$ cat src/sv/lkvs_pkg.sv
package lkvs_pkg;

    // Default sizes of the store
    localparam int ENTRIES_DEF    = 16;
    localparam int KEY_BITS_DEF   = 32;
    localparam int VALUE_BITS_DEF = 32;

    // Capacity register
    localparam int              CAP_W        = 5;
    localparam logic [CAP_W-1:0] CAP_RESET   = 5'd16;
    localparam logic [0:0]      REG_CAPACITY = 1'b0;

    // Request codes
    localparam logic [1:0] REQ_GET = 2'd0;
    localparam logic [1:0] REQ_PUT = 2'd1;
    localparam logic [1:0] REQ_DEL = 2'd2;

    // Result codes
    localparam logic STATUS_OK       = 1'b0;
    localparam logic STATUS_NOTFOUND = 1'b1;

    typedef struct packed {
        logic [1:0]  req_type;
        logic [31:0] key;
        logic [31:0] value;
    } lkvs_req_t;

    typedef struct packed {
        logic        status;
        logic [31:0] read_value;
        logic [4:0]  entry_count;
    } lkvs_rsp_t;

    // Datapath operations
    typedef enum logic [2:0] {
        DP_NOP,
        DP_LOAD,
        DP_WALK,
        DP_TOUCH,
        DP_REMOVE_HIT,
        DP_REMOVE_LRU,
        DP_INSERT,
        DP_EMIT
    } dp_op_t;

    typedef struct packed {
        dp_op_t op;
        logic   write_value;
        logic   fail;
        logic   give_value;
    } lkvs_cmd_t;

    typedef struct packed {
        logic walk_last;
        logic hit;
        logic free_found;
        logic lru_found;
        logic full;
        logic out_free;
    } lkvs_stat_t;

endpackage

$ cat src/sv/lkvs_ctrl.sv
module lkvs_ctrl (
    input  logic                aclk,
    input  logic                aresetn,
    input  logic                s_valid,
    output logic                s_ready,
    input  logic [1:0]          s_req_type,
    output lkvs_pkg::lkvs_cmd_t cmd,
    input  lkvs_pkg::lkvs_stat_t stat
);
    import lkvs_pkg::*;

    typedef enum logic [3:0] {
        S_IDLE,
        S_WALK,
        S_DRAIN,
        S_DECIDE,
        S_TOUCH,
        S_REMOVE_HIT,
        S_EVICT,
        S_INSERT,
        S_DONE
    } state_t;

    state_t     state_reg, state_next;
    logic [1:0] req_type_reg, req_type_next;
    logic       fail_reg, fail_next;
    logic       give_reg, give_next;

    // Sequence one request: walk, decide, update, emit
    always_comb begin
        state_next    = state_reg;
        req_type_next = req_type_reg;
        fail_next     = fail_reg;
        give_next     = give_reg;
        cmd.op          = DP_NOP;
        cmd.write_value = 1'b0;
        cmd.fail        = fail_reg;
        cmd.give_value  = give_reg;
        s_ready         = 1'b0;
        case (state_reg)
            S_IDLE: begin
                s_ready = 1'b1;
                if (s_valid) begin
                    cmd.op        = DP_LOAD;
                    req_type_next = s_req_type;
                    give_next     = 1'b0;
                    if (s_req_type == REQ_GET || s_req_type == REQ_PUT ||
                        s_req_type == REQ_DEL) begin
                        state_next = S_WALK;
                    end else begin
                        fail_next  = STATUS_NOTFOUND;
                        state_next = S_DONE;
                    end
                end
            end
            S_WALK: begin
                cmd.op = DP_WALK;
                if (stat.walk_last) begin
                    state_next = S_DRAIN;
                end
            end
            S_DRAIN: begin
                state_next = S_DECIDE;
            end
            S_DECIDE: begin
                fail_next  = STATUS_OK;
                give_next  = 1'b0;
                state_next = S_DONE;
                case (req_type_reg)
                    REQ_GET: begin
                        if (stat.hit) begin
                            give_next  = 1'b1;
                            state_next = S_TOUCH;
                        end else begin
                            fail_next = STATUS_NOTFOUND;
                        end
                    end
                    REQ_PUT: begin
                        if (stat.hit) begin
                            state_next = S_TOUCH;
                        end else if (stat.full && stat.lru_found) begin
                            state_next = S_EVICT;
                        end else if (stat.free_found) begin
                            state_next = S_INSERT;
                        end
                    end
                    REQ_DEL: begin
                        if (stat.hit) begin
                            state_next = S_REMOVE_HIT;
                        end else begin
                            fail_next = STATUS_NOTFOUND;
                        end
                    end
                    default: begin
                        fail_next = STATUS_NOTFOUND;
                    end
                endcase
            end
            S_TOUCH: begin
                cmd.op          = DP_TOUCH;
                cmd.write_value = (req_type_reg == REQ_PUT);
                state_next      = S_DONE;
            end
            S_REMOVE_HIT: begin
                cmd.op     = DP_REMOVE_HIT;
                state_next = S_DONE;
            end
            S_EVICT: begin
                cmd.op     = DP_REMOVE_LRU;
                state_next = S_INSERT;
            end
            S_INSERT: begin
                cmd.op     = DP_INSERT;
                state_next = S_DONE;
            end
            S_DONE: begin
                if (stat.out_free) begin
                    cmd.op     = DP_EMIT;
                    state_next = S_IDLE;
                end
            end
            default: begin
                state_next = S_IDLE;
            end
        endcase
    end

    // Hold state and result flags
    always_ff @(posedge aclk) begin
        if (!aresetn) begin
            state_reg    <= S_IDLE;
            req_type_reg <= REQ_GET;
            fail_reg     <= STATUS_OK;
            give_reg     <= 1'b0;
        end else begin
            state_reg    <= state_next;
            req_type_reg <= req_type_next;
            fail_reg     <= fail_next;
            give_reg     <= give_next;
        end
    end

`ifndef SYNTH
    // A returned value only comes with a successful get
    a_give_ok: assert property (@(posedge aclk) disable iff (!aresetn)
        (cmd.op == DP_EMIT && cmd.give_value) |-> (req_type_reg == REQ_GET && !cmd.fail))
        else $error("value returned without a get hit");

    // An eviction is always followed by an insert
    a_evict_insert: assert property (@(posedge aclk) disable iff (!aresetn)
        (state_reg == S_EVICT) |=> (state_reg == S_INSERT))
        else $error("eviction not followed by insert");

    // The last walk step hands over to the compare drain
    a_walk_drain: assert property (@(posedge aclk) disable iff (!aresetn)
        (state_reg == S_WALK && stat.walk_last) |=> (state_reg == S_DRAIN))
        else $error("walk did not end in drain");
`endif

endmodule

$ cat src/sv/lkvs_datapath.sv
module lkvs_datapath #(
    parameter int ENTRIES    = lkvs_pkg::ENTRIES_DEF,
    parameter int KEY_BITS   = lkvs_pkg::KEY_BITS_DEF,
    parameter int VALUE_BITS = lkvs_pkg::VALUE_BITS_DEF
) (
    input  logic                          aclk,
    input  logic                          aresetn,
    input  lkvs_pkg::lkvs_cmd_t           cmd,
    output lkvs_pkg::lkvs_stat_t          stat,
    input  logic [lkvs_pkg::CAP_W-1:0]    capacity,
    input  lkvs_pkg::lkvs_req_t           s_data,
    input  logic                          m_ready,
    output logic                          m_valid,
    output lkvs_pkg::lkvs_rsp_t           m_data
);
    import lkvs_pkg::*;

    localparam int IDX_W  = $clog2(ENTRIES);
    localparam int RANK_W = IDX_W;
    localparam int CNT_W  = $clog2(ENTRIES + 1);
    localparam int EW     = (CNT_W > CAP_W) ? CNT_W : CAP_W;
    localparam logic [IDX_W-1:0] LAST_IDX = IDX_W'(ENTRIES - 1);

    // Key and value memories
    logic [KEY_BITS-1:0]   key_mem [ENTRIES];
    logic [VALUE_BITS-1:0] val_mem [ENTRIES];
    logic [KEY_BITS-1:0]   key_rd_reg;
    logic [VALUE_BITS-1:0] val_rd_reg;

    // Per-entry valid marks and recency ranks
    logic [ENTRIES-1:0] valid_reg, valid_next;
    logic [RANK_W-1:0]  rank_reg  [ENTRIES];
    logic [RANK_W-1:0]  rank_next [ENTRIES];
    logic [CNT_W-1:0]   count_reg, count_next;

    // Request and walk state
    logic [KEY_BITS-1:0]   req_key_reg;
    logic [VALUE_BITS-1:0] req_val_reg;
    logic [IDX_W-1:0]      rd_addr_reg;
    logic                  cmp_valid_reg;
    logic [IDX_W-1:0]      cmp_idx_reg;

    // Search results
    logic                  hit_reg, free_found_reg, lru_found_reg, evicted_reg;
    logic [IDX_W-1:0]      hit_idx_reg, free_idx_reg, lru_idx_reg;
    logic [RANK_W-1:0]     hit_rank_reg, lru_rank_reg;
    logic [VALUE_BITS-1:0] hit_val_reg;

    // Result register
    logic      m_valid_reg;
    lkvs_rsp_t m_data_reg;

    logic              cmp_entry_valid;
    logic [RANK_W-1:0] cmp_rank;
    logic [IDX_W-1:0]  tgt_idx;
    logic [RANK_W-1:0] tgt_rank;
    logic [IDX_W-1:0]  ins_idx;
    logic [EW-1:0]     cap_ext, cnt_ext, ent_ext;

    assign cmp_entry_valid = valid_reg[cmp_idx_reg];
    assign cmp_rank        = rank_reg[cmp_idx_reg];

    // Pick remove target and insert slot
    assign tgt_idx  = (cmd.op == DP_REMOVE_LRU) ? lru_idx_reg : hit_idx_reg;
    assign tgt_rank = (cmd.op == DP_REMOVE_LRU) ? lru_rank_reg : hit_rank_reg;
    assign ins_idx  = (evicted_reg && (!free_found_reg || lru_idx_reg < free_idx_reg))
                      ? lru_idx_reg : free_idx_reg;

    // Compare count against effective capacity
    assign cap_ext = EW'(capacity);
    assign cnt_ext = EW'(count_reg);
    assign ent_ext = EW'(ENTRIES);

    always_comb begin
        stat.walk_last  = (rd_addr_reg == LAST_IDX);
        stat.hit        = hit_reg;
        stat.free_found = free_found_reg;
        stat.lru_found  = lru_found_reg;
        stat.out_free   = !m_valid_reg || m_ready;
        if (capacity == '0 || cap_ext > ent_ext) begin
            stat.full = (cnt_ext >= ent_ext);
        end else begin
            stat.full = (cnt_ext >= cap_ext);
        end
    end

    // Update every lane's valid mark and rank in parallel
    always_comb begin
        valid_next = valid_reg;
        count_next = count_reg;
        for (int i = 0; i < ENTRIES; i++) begin
            rank_next[i] = rank_reg[i];
            case (cmd.op)
                DP_TOUCH: begin
                    if (IDX_W'(i) == hit_idx_reg) begin
                        rank_next[i] = '0;
                    end else if (valid_reg[i] && rank_reg[i] < hit_rank_reg) begin
                        rank_next[i] = rank_reg[i] + 1'b1;
                    end
                end
                DP_REMOVE_HIT, DP_REMOVE_LRU: begin
                    if (IDX_W'(i) == tgt_idx) begin
                        valid_next[i] = 1'b0;
                        rank_next[i]  = '0;
                    end else if (valid_reg[i] && rank_reg[i] > tgt_rank) begin
                        rank_next[i] = rank_reg[i] - 1'b1;
                    end
                end
                DP_INSERT: begin
                    if (IDX_W'(i) == ins_idx) begin
                        valid_next[i] = 1'b1;
                        rank_next[i]  = '0;
                    end else if (valid_reg[i]) begin
                        rank_next[i] = rank_reg[i] + 1'b1;
                    end
                end
                default: begin
                end
            endcase
        end
        case (cmd.op)
            DP_REMOVE_HIT, DP_REMOVE_LRU: begin
                if (count_reg != '0) begin
                    count_next = count_reg - 1'b1;
                end
            end
            DP_INSERT: begin
                count_next = count_reg + 1'b1;
            end
            default: begin
            end
        endcase
    end

    always_ff @(posedge aclk) begin
        if (!aresetn) begin
            valid_reg <= '0;
            count_reg <= '0;
            for (int i = 0; i < ENTRIES; i++) begin
                rank_reg[i] <= '0;
            end
        end else begin
            valid_reg <= valid_next;
            count_reg <= count_next;
            for (int i = 0; i < ENTRIES; i++) begin
                rank_reg[i] <= rank_next[i];
            end
        end
    end

    // Read memories at the walk address; write on insert or put hit
    always_ff @(posedge aclk) begin
        key_rd_reg <= key_mem[rd_addr_reg];
        val_rd_reg <= val_mem[rd_addr_reg];
        if (cmd.op == DP_INSERT) begin
            key_mem[ins_idx] <= req_key_reg;
            val_mem[ins_idx] <= req_val_reg;
        end else if (cmd.op == DP_TOUCH && cmd.write_value) begin
            val_mem[hit_idx_reg] <= req_val_reg;
        end
    end

    // Latch request payload
    always_ff @(posedge aclk) begin
        if (cmd.op == DP_LOAD) begin
            req_key_reg <= KEY_BITS'(s_data.key);
            req_val_reg <= VALUE_BITS'(s_data.value);
        end
    end

    // Walk address and compare stage
    always_ff @(posedge aclk) begin
        if (!aresetn) begin
            rd_addr_reg   <= '0;
            cmp_valid_reg <= 1'b0;
        end else begin
            cmp_valid_reg <= (cmd.op == DP_WALK);
            if (cmd.op == DP_LOAD) begin
                rd_addr_reg <= '0;
            end else if (cmd.op == DP_WALK) begin
                rd_addr_reg <= (rd_addr_reg == LAST_IDX) ? '0 : rd_addr_reg + 1'b1;
            end
        end
    end

    always_ff @(posedge aclk) begin
        cmp_idx_reg <= rd_addr_reg;
    end

    // Track first hit, first free slot and least recent entry
    always_ff @(posedge aclk) begin
        if (!aresetn) begin
            hit_reg        <= 1'b0;
            free_found_reg <= 1'b0;
            lru_found_reg  <= 1'b0;
            evicted_reg    <= 1'b0;
        end else if (cmd.op == DP_LOAD) begin
            hit_reg        <= 1'b0;
            free_found_reg <= 1'b0;
            lru_found_reg  <= 1'b0;
            evicted_reg    <= 1'b0;
        end else begin
            if (cmd.op == DP_REMOVE_LRU) begin
                evicted_reg <= 1'b1;
            end
            if (cmp_valid_reg) begin
                if (cmp_entry_valid && key_rd_reg == req_key_reg && !hit_reg) begin
                    hit_reg <= 1'b1;
                end
                if (!cmp_entry_valid && !free_found_reg) begin
                    free_found_reg <= 1'b1;
                end
                if (cmp_entry_valid && (!lru_found_reg || cmp_rank > lru_rank_reg)) begin
                    lru_found_reg <= 1'b1;
                end
            end
        end
    end

    always_ff @(posedge aclk) begin
        if (cmp_valid_reg) begin
            if (cmp_entry_valid && key_rd_reg == req_key_reg && !hit_reg) begin
                hit_idx_reg  <= cmp_idx_reg;
                hit_rank_reg <= cmp_rank;
                hit_val_reg  <= val_rd_reg;
            end
            if (!cmp_entry_valid && !free_found_reg) begin
                free_idx_reg <= cmp_idx_reg;
            end
            if (cmp_entry_valid && (!lru_found_reg || cmp_rank > lru_rank_reg)) begin
                lru_idx_reg  <= cmp_idx_reg;
                lru_rank_reg <= cmp_rank;
            end
        end
    end

    // Result register: load on emit, drop when taken
    always_ff @(posedge aclk) begin
        if (!aresetn) begin
            m_valid_reg <= 1'b0;
        end else if (cmd.op == DP_EMIT) begin
            m_valid_reg <= 1'b1;
        end else if (m_ready) begin
            m_valid_reg <= 1'b0;
        end
    end

    always_ff @(posedge aclk) begin
        if (cmd.op == DP_EMIT) begin
            m_data_reg.status      <= cmd.fail;
            m_data_reg.read_value  <= cmd.give_value ? 32'(hit_val_reg) : 32'd0;
            m_data_reg.entry_count <= 5'(count_reg);
        end
    end

    assign m_valid = m_valid_reg;
    assign m_data  = m_data_reg;

`ifndef SYNTH
    // Held count always equals the number of valid entries
    a_count_valid: assert property (@(posedge aclk) disable iff (!aresetn)
        $countones(valid_reg) == int'(count_reg))
        else $error("held count out of step with valid marks");

    // Insert never lands on an occupied slot
    a_insert_free: assert property (@(posedge aclk) disable iff (!aresetn)
        (cmd.op == DP_INSERT) |-> !valid_reg[ins_idx])
        else $error("insert into occupied slot");

    // Touch and hit removal need a hit
    a_touch_hit: assert property (@(posedge aclk) disable iff (!aresetn)
        (cmd.op == DP_TOUCH || cmd.op == DP_REMOVE_HIT) |-> hit_reg)
        else $error("hit update without a hit");

    // Emit never overwrites a result that is still waiting
    a_emit_free: assert property (@(posedge aclk) disable iff (!aresetn)
        (cmd.op == DP_EMIT) |-> (!m_valid_reg || m_ready))
        else $error("result overwritten while stalled");
`endif

endmodule

$ cat src/sv/lru_key_value_store_unit.sv
// LRU key-value store.
// Request beats arrive on s_valid/s_ready/s_data (get, put or delete with a
// key and a value); one result beat leaves on m_valid/m_ready/m_data for
// every request (status, read value on a get hit, entries held afterwards).
// The capacity register sits at byte address 0 of the APB-style port and
// must be written only while no request is in flight; the block does not
// enforce this. A request is taken only while the block is idle. Its lookup
// walks the key memory one entry per cycle, then recency ranks and the count
// are updated in parallel, with an eviction before the insert when the store
// is full. The next request is taken only after the result has been loaded
// into the output register.
// A request with an unknown code skips the walk and gets a not-found status.
// The result waits in an output register; a stalled receiver holds it there
// and a later request is accepted and processed but not released until the
// waiting beat is taken.
// Reset clears all valid marks, ranks and the count at once, and sets the
// capacity to 16. Key and value memories are not cleared.
module lru_key_value_store_unit #(
    parameter int ENTRIES    = lkvs_pkg::ENTRIES_DEF,
    parameter int KEY_BITS   = lkvs_pkg::KEY_BITS_DEF,
    parameter int VALUE_BITS = lkvs_pkg::VALUE_BITS_DEF
) (
    input  logic                aclk,
    input  logic                aresetn,
    input  logic                s_valid,
    output logic                s_ready,
    input  lkvs_pkg::lkvs_req_t s_data,
    output logic                m_valid,
    input  logic                m_ready,
    output lkvs_pkg::lkvs_rsp_t m_data,
    input  logic                psel,
    input  logic                penable,
    input  logic                pwrite,
    input  logic [2:0]          paddr,
    input  logic [31:0]         pwdata,
    output logic [31:0]         prdata,
    output logic                pready
);
    import lkvs_pkg::*;

    logic [CAP_W-1:0] cap_reg;
    lkvs_cmd_t        cmd;
    lkvs_stat_t       stat;

    // Capacity register write and read
    always_ff @(posedge aclk) begin
        if (!aresetn) begin
            cap_reg <= CAP_RESET;
        end else if (psel && penable && pwrite && paddr[2:2] == REG_CAPACITY) begin
            cap_reg <= pwdata[CAP_W-1:0];
        end
    end

    assign pready = 1'b1;
    assign prdata = (paddr[2:2] == REG_CAPACITY) ? {{(32 - CAP_W){1'b0}}, cap_reg} : 32'd0;

    lkvs_ctrl u_ctrl (
        .aclk       (aclk),
        .aresetn    (aresetn),
        .s_valid    (s_valid),
        .s_ready    (s_ready),
        .s_req_type (s_data.req_type),
        .cmd        (cmd),
        .stat       (stat)
    );

    lkvs_datapath #(
        .ENTRIES    (ENTRIES),
        .KEY_BITS   (KEY_BITS),
        .VALUE_BITS (VALUE_BITS)
    ) u_datapath (
        .aclk     (aclk),
        .aresetn  (aresetn),
        .cmd      (cmd),
        .stat     (stat),
        .capacity (cap_reg),
        .s_data   (s_data),
        .m_ready  (m_ready),
        .m_valid  (m_valid),
        .m_data   (m_data)
    );

endmodule

$ cat config.mk
export PLATFORM = sky130hd
export DESIGN_NAME = lru_key_value_store_unit
export DESIGN_NICKNAME = d
export VERILOG_FILES = /design/src/sv/lkvs_pkg.sv /design/src/sv/lkvs_ctrl.sv /design/src/sv/lkvs_datapath.sv /design/src/sv/lru_key_value_store_unit.sv
export SDC_FILE = /design/constraint.sdc
export NUM_CORES = 2
export LEC_CHECK = 0
export BUFFER_PORTS_ARGS = -buffer_cell sky130_fd_sc_hd__buf_2
export CORE_MARGIN = 3
export CORE_UTILIZATION = 40
export DETAILED_ROUTE_END_ITERATION = 7
export GPL_TIMING_DRIVEN = 1
export PLACE_DENSITY_LB_ADDON = 0.1
export SLEW_MARGIN = 20
export SYNTH_ARGS = -nofsm -noshare
export SYNTH_HDL_FRONTEND = slang
export SYNTH_SLANG_ARGS = --single-unit
$ cat constraint.sdc
create_clock -name aclk -period 6.6 [get_ports aclk]
set_input_delay 0.99 -clock aclk [delete_from_list [all_inputs] [get_ports aclk]]
set_output_delay 0.99 -clock aclk [all_outputs]
set_load 0.03 [all_outputs]
==> results list <==
- Status: completed
* RR Endpoint: u_datapath.val_mem[7][25]$_DFFE_PP_
- Unrepaired setup endpoints after global routing: no
- Met2 routing resource usage after global routing: approximately 33%
* Category of the worst setup path capture point: register
* Min Tclk post-route: 5.03 ns
* Post-CTS setup-driven buffer insertion count: 0
- The detailed router placed 33200 vias in this run.
- After detailed routing, the average wire length per cell comes to 27.6 um.
* Area growth, synth to finish: 14.1%
- Buffer depth of the longest clock path: 3
- Antenna violations before repair: 4
- The path with the worst hold slack has its endpoint at u_datapath.req_val_reg[15]$_DFFE_PP_.
- Maximum cell stage delay along the critical path: 0.83 ns
- Clock-pin slew was measured on the worst setup and hold paths at around 0.060 ns.
* Iteration-0 DRC Markers: 3179
* Vias per cell: a little under 6
- Largest cells by area after synthesis: edfxtp_1 61%, mux4_2 13%, dfxtp_1 6.1%
* Critical path, cell by cell: ha_1 > a21o_1 > a31oi_4 > o21a_2 > mux2i_1 > o21ai_0 > nand2b_1 > nor2_4 > buf_4
- Net count of the finished layout: 3829
- By count the netlist is led by 1178 x edfxtp_1, 345 x mux4_2, 176 x dfxtp_1.
* Filler cell count in the final layout: between 10000 and 15000
* Critical path data arrival time: about 5.5 ns
- Area share of the largest cell type after synthesis: 60.9%
- After global routing the overflow that remains totals 0.
* WHS Path Cells: 1
* Number of enable flip-flop cells after synthesis: between 1000 and 1500
* Total negative slack for setup checks: 0 ns
- Half-perimeter wire length after detailed placement: 90.5 mm
- Number of top-level pins: approximately 180
* Leak Pwr: 0.0212 uW
* All-Layer GR Usage: 20.7%
* FFs w/ async S/R, synth: 0%
- The clock tree synthesis step divided the H-tree into 4 levels.
- For this design the ratio of total power to cell area is between 200 and 300 nW/um2.
- For this run, global-route usage on met3 was measured as 3.10%.
- The root buffer cell chosen for the clock tree is clkbuf_16.
- Setup slack on the critical path of the routed design comes to between 1.5 and 2 ns.
- Avg Inst Size Synth: ~17 um2
- In this run the register-to-register setup slack is roughly 1.6 ns.
* Count of max-cap constraint violations: 0
* Cell with the most instances after synthesis: edfxtp_1
- Vertical die dimension: approximately 390 um
- Among all stages on the critical path, the largest delay is contributed by nor2_4.
- Summing all non-filler instances in the final layout gives an area of roughly 66000 um2.
* Cell type contributing the most total cell area after synthesis: edfxtp_1
- Of the synthesized area, sequential elements account for 67.0%.
* Tightest slew margin relative to the limit: between 20% and 30%
- Number of remaining DRC errors: 0
- The final number of max-transition violations is 0.
- The netlist uses 94 different library cells.
- Starting density of the core: 40.4%
- Pin count of the biggest net entering global routing: 100
* Layout cell share with drive strength beyond 1: about a quarter
- The worst hold path begins at s_data[15].
* Number of gates resized after cts: 0
- The number of global-route vias before repair is 34300.
* Worst hold margin: about 0.37 ns
* CTS tree: yes
- IO buf count: 123
- The startpoint identified for the worst register-to-register timing path is u_datapath.lru_idx_reg[2]$_DFFE_PP_.
- Final period util: ~76%
- Worst setup slack before clock tree synthesis: 1.61 ns
* CTS sink count: about 1400
* Hold violation total from the final report: 0
- Type of the most critical hold path: primary input to register
- For met1 alone, demand over resource in global routing was 29.0%.
* Worst reg-to-reg path cell count: 9
- Among cell families on the critical path, the largest total delay comes from compound AO/OA/AOI/OAI gates.
* Placer's final routability congestion estimate: ~0.85
- F_max: 0.199 GHz
* Placed standard-cell area: roughly 61000 um2
* Die Outline Area: 150000 um2
- Setup violations remaining at the end of the flow were counted as 0.
- Global-route wire length before repair: 232 mm
- Largest fanout on the critical path: 21
* Highest-utilization routing layer at the global route stage: met2
- For this block, the routed nets add up to 155 mm of wire.
* Latest clock arrival within the worst-skew pair: 0.79 ns
- Synth Flop Type: edfxtp_1
- Inserted Clock Buffers: 148
- Yosys Warn Count: 0
- Count of buffer and inverter cells on the critical path: 1
- For the final database, setup skew stands at 0.0547 ns.
* Worst Path Class, Setup: register to register
- Flip-flop and latch count after synthesis: 1354
* Required arrival time at the worst endpoint: 7.02 ns
* Hold-fix buffers at CTS: 0
- Antenna violation net count after detailed routing: 0
* Core area: 144000 um2
* X dimension of the die: 387 um
- Worst IR Drop VDD: 0.000210 V
- The worst setup path is launched from a register.
- The first detailed-routing pass ran for 6 iterations.
- Actual transition at the worst max-transition pin: 1.10 ns
- Summing every instance area after synthesis gives 58000 um2.
- After floorplanning, the core was divided into approximately 140 placement rows.
* Cell count after synthesis: around 3400
==> layout make-up <==
class,count,area (um2),area share (%)
Sequential cell,1354,38900,58.7
Clock inverter,73,967,1.46
Antenna cell,3,7.51,0.0113
Timing Repair Buffer,198,1350,2.04
Multi-Input combinational cell,1778,18100,27.4
Tap cell,1903,2380,3.59
Clock buffer,204,4070,6.15
Inverter,112,423,0.638
==> cell usage in the layout, fill, tap and decap left out, types with 69 or more instances in the layout <==
cell type,n
edfxtp_1,1178
mux4_2,345
dfxtp_1,172
clkbuf_16,148
ha_1,128
buf_2,123
nand2_1,109
a21oi_1,108
inv_1,105
nor2_1,94
o21ai_0,87
nand4_1,69
==> through the flow <==
step	util (%)	power, uW	cells
floorplan	-	10200	3455
global placement	42.4	10400	5338
detailed placement	42.5	10500	5344
CTS	46.0	18900	5621
global route	46.1	19300	5623
finish	46.1	18600	5625
==> power breakdown <==
group / leakage (uW) / switching, uW / internal, uW
Combinational: 0.00666 / 324 / 214
Sequential: 0.0121 / 225 / 9500
Clock: 0.00244 / 3510 / 4840
==> how the worst max path moves through the flow <==
stage | depth (start not counted) | startpoint | to | slack (ns)
3_5_place_dp | 9 | u_datapath.lru_idx_reg[2]$_DFFE_PP_ | u_datapath.val_mem[2][8]$_DFFE_PP_ | 1.61
2_1_floorplan | 5 | u_datapath.req_key_reg[10]$_DFFE_PP_ | u_datapath.hit_idx_reg[0]$_DFFE_PP_ | 1.67
5_1_grt | 9 | u_datapath.lru_idx_reg[2]$_DFFE_PP_ | u_datapath.val_mem[7][25]$_DFFE_PP_ | 1.27
6_report | 9 | u_datapath.lru_idx_reg[2]$_DFFE_PP_ | u_datapath.val_mem[7][25]$_DFFE_PP_ | 1.57
3_3_place_gp | 9 | u_datapath.lru_idx_reg[2]$_DFFE_PP_ | u_datapath.val_mem[13][21]$_DFFE_PP_ | 1.54
4_1_cts | 9 | u_datapath.lru_idx_reg[2]$_DFFE_PP_ | u_datapath.val_mem[2][9]$_DFFE_PP_ | 1.58
==> cells by family (layout without fill, tap and decap cells) <==
| kind of cell | Yosys count | after routing | share of synthesized area (%) |
|---|---|---|---|
| compound gates | 585 | 585 | 7.25 |
| simple gates | 581 | 581 | 5.32 |
| xor+xnor | 63 | 63 | 0.951 |
| fa+ha+maj | 139 | 139 | 2.98 |
| mux | 382 | 382 | 14.1 |
| other cells | 2 | 31 | 0.0129 |
| buf+inv | 323 | 587 | 2.39 |
| flops | 1354 | 1354 | 67.0 |
==> routing by layer <==
metal	wire length, um	vias to the layer above
li1	-	14300
met4	3950	0
met3	8130	249
met2	75000	1156
met1	68000	17500
met5	0	-
Power figures use the tool's default switching activity.
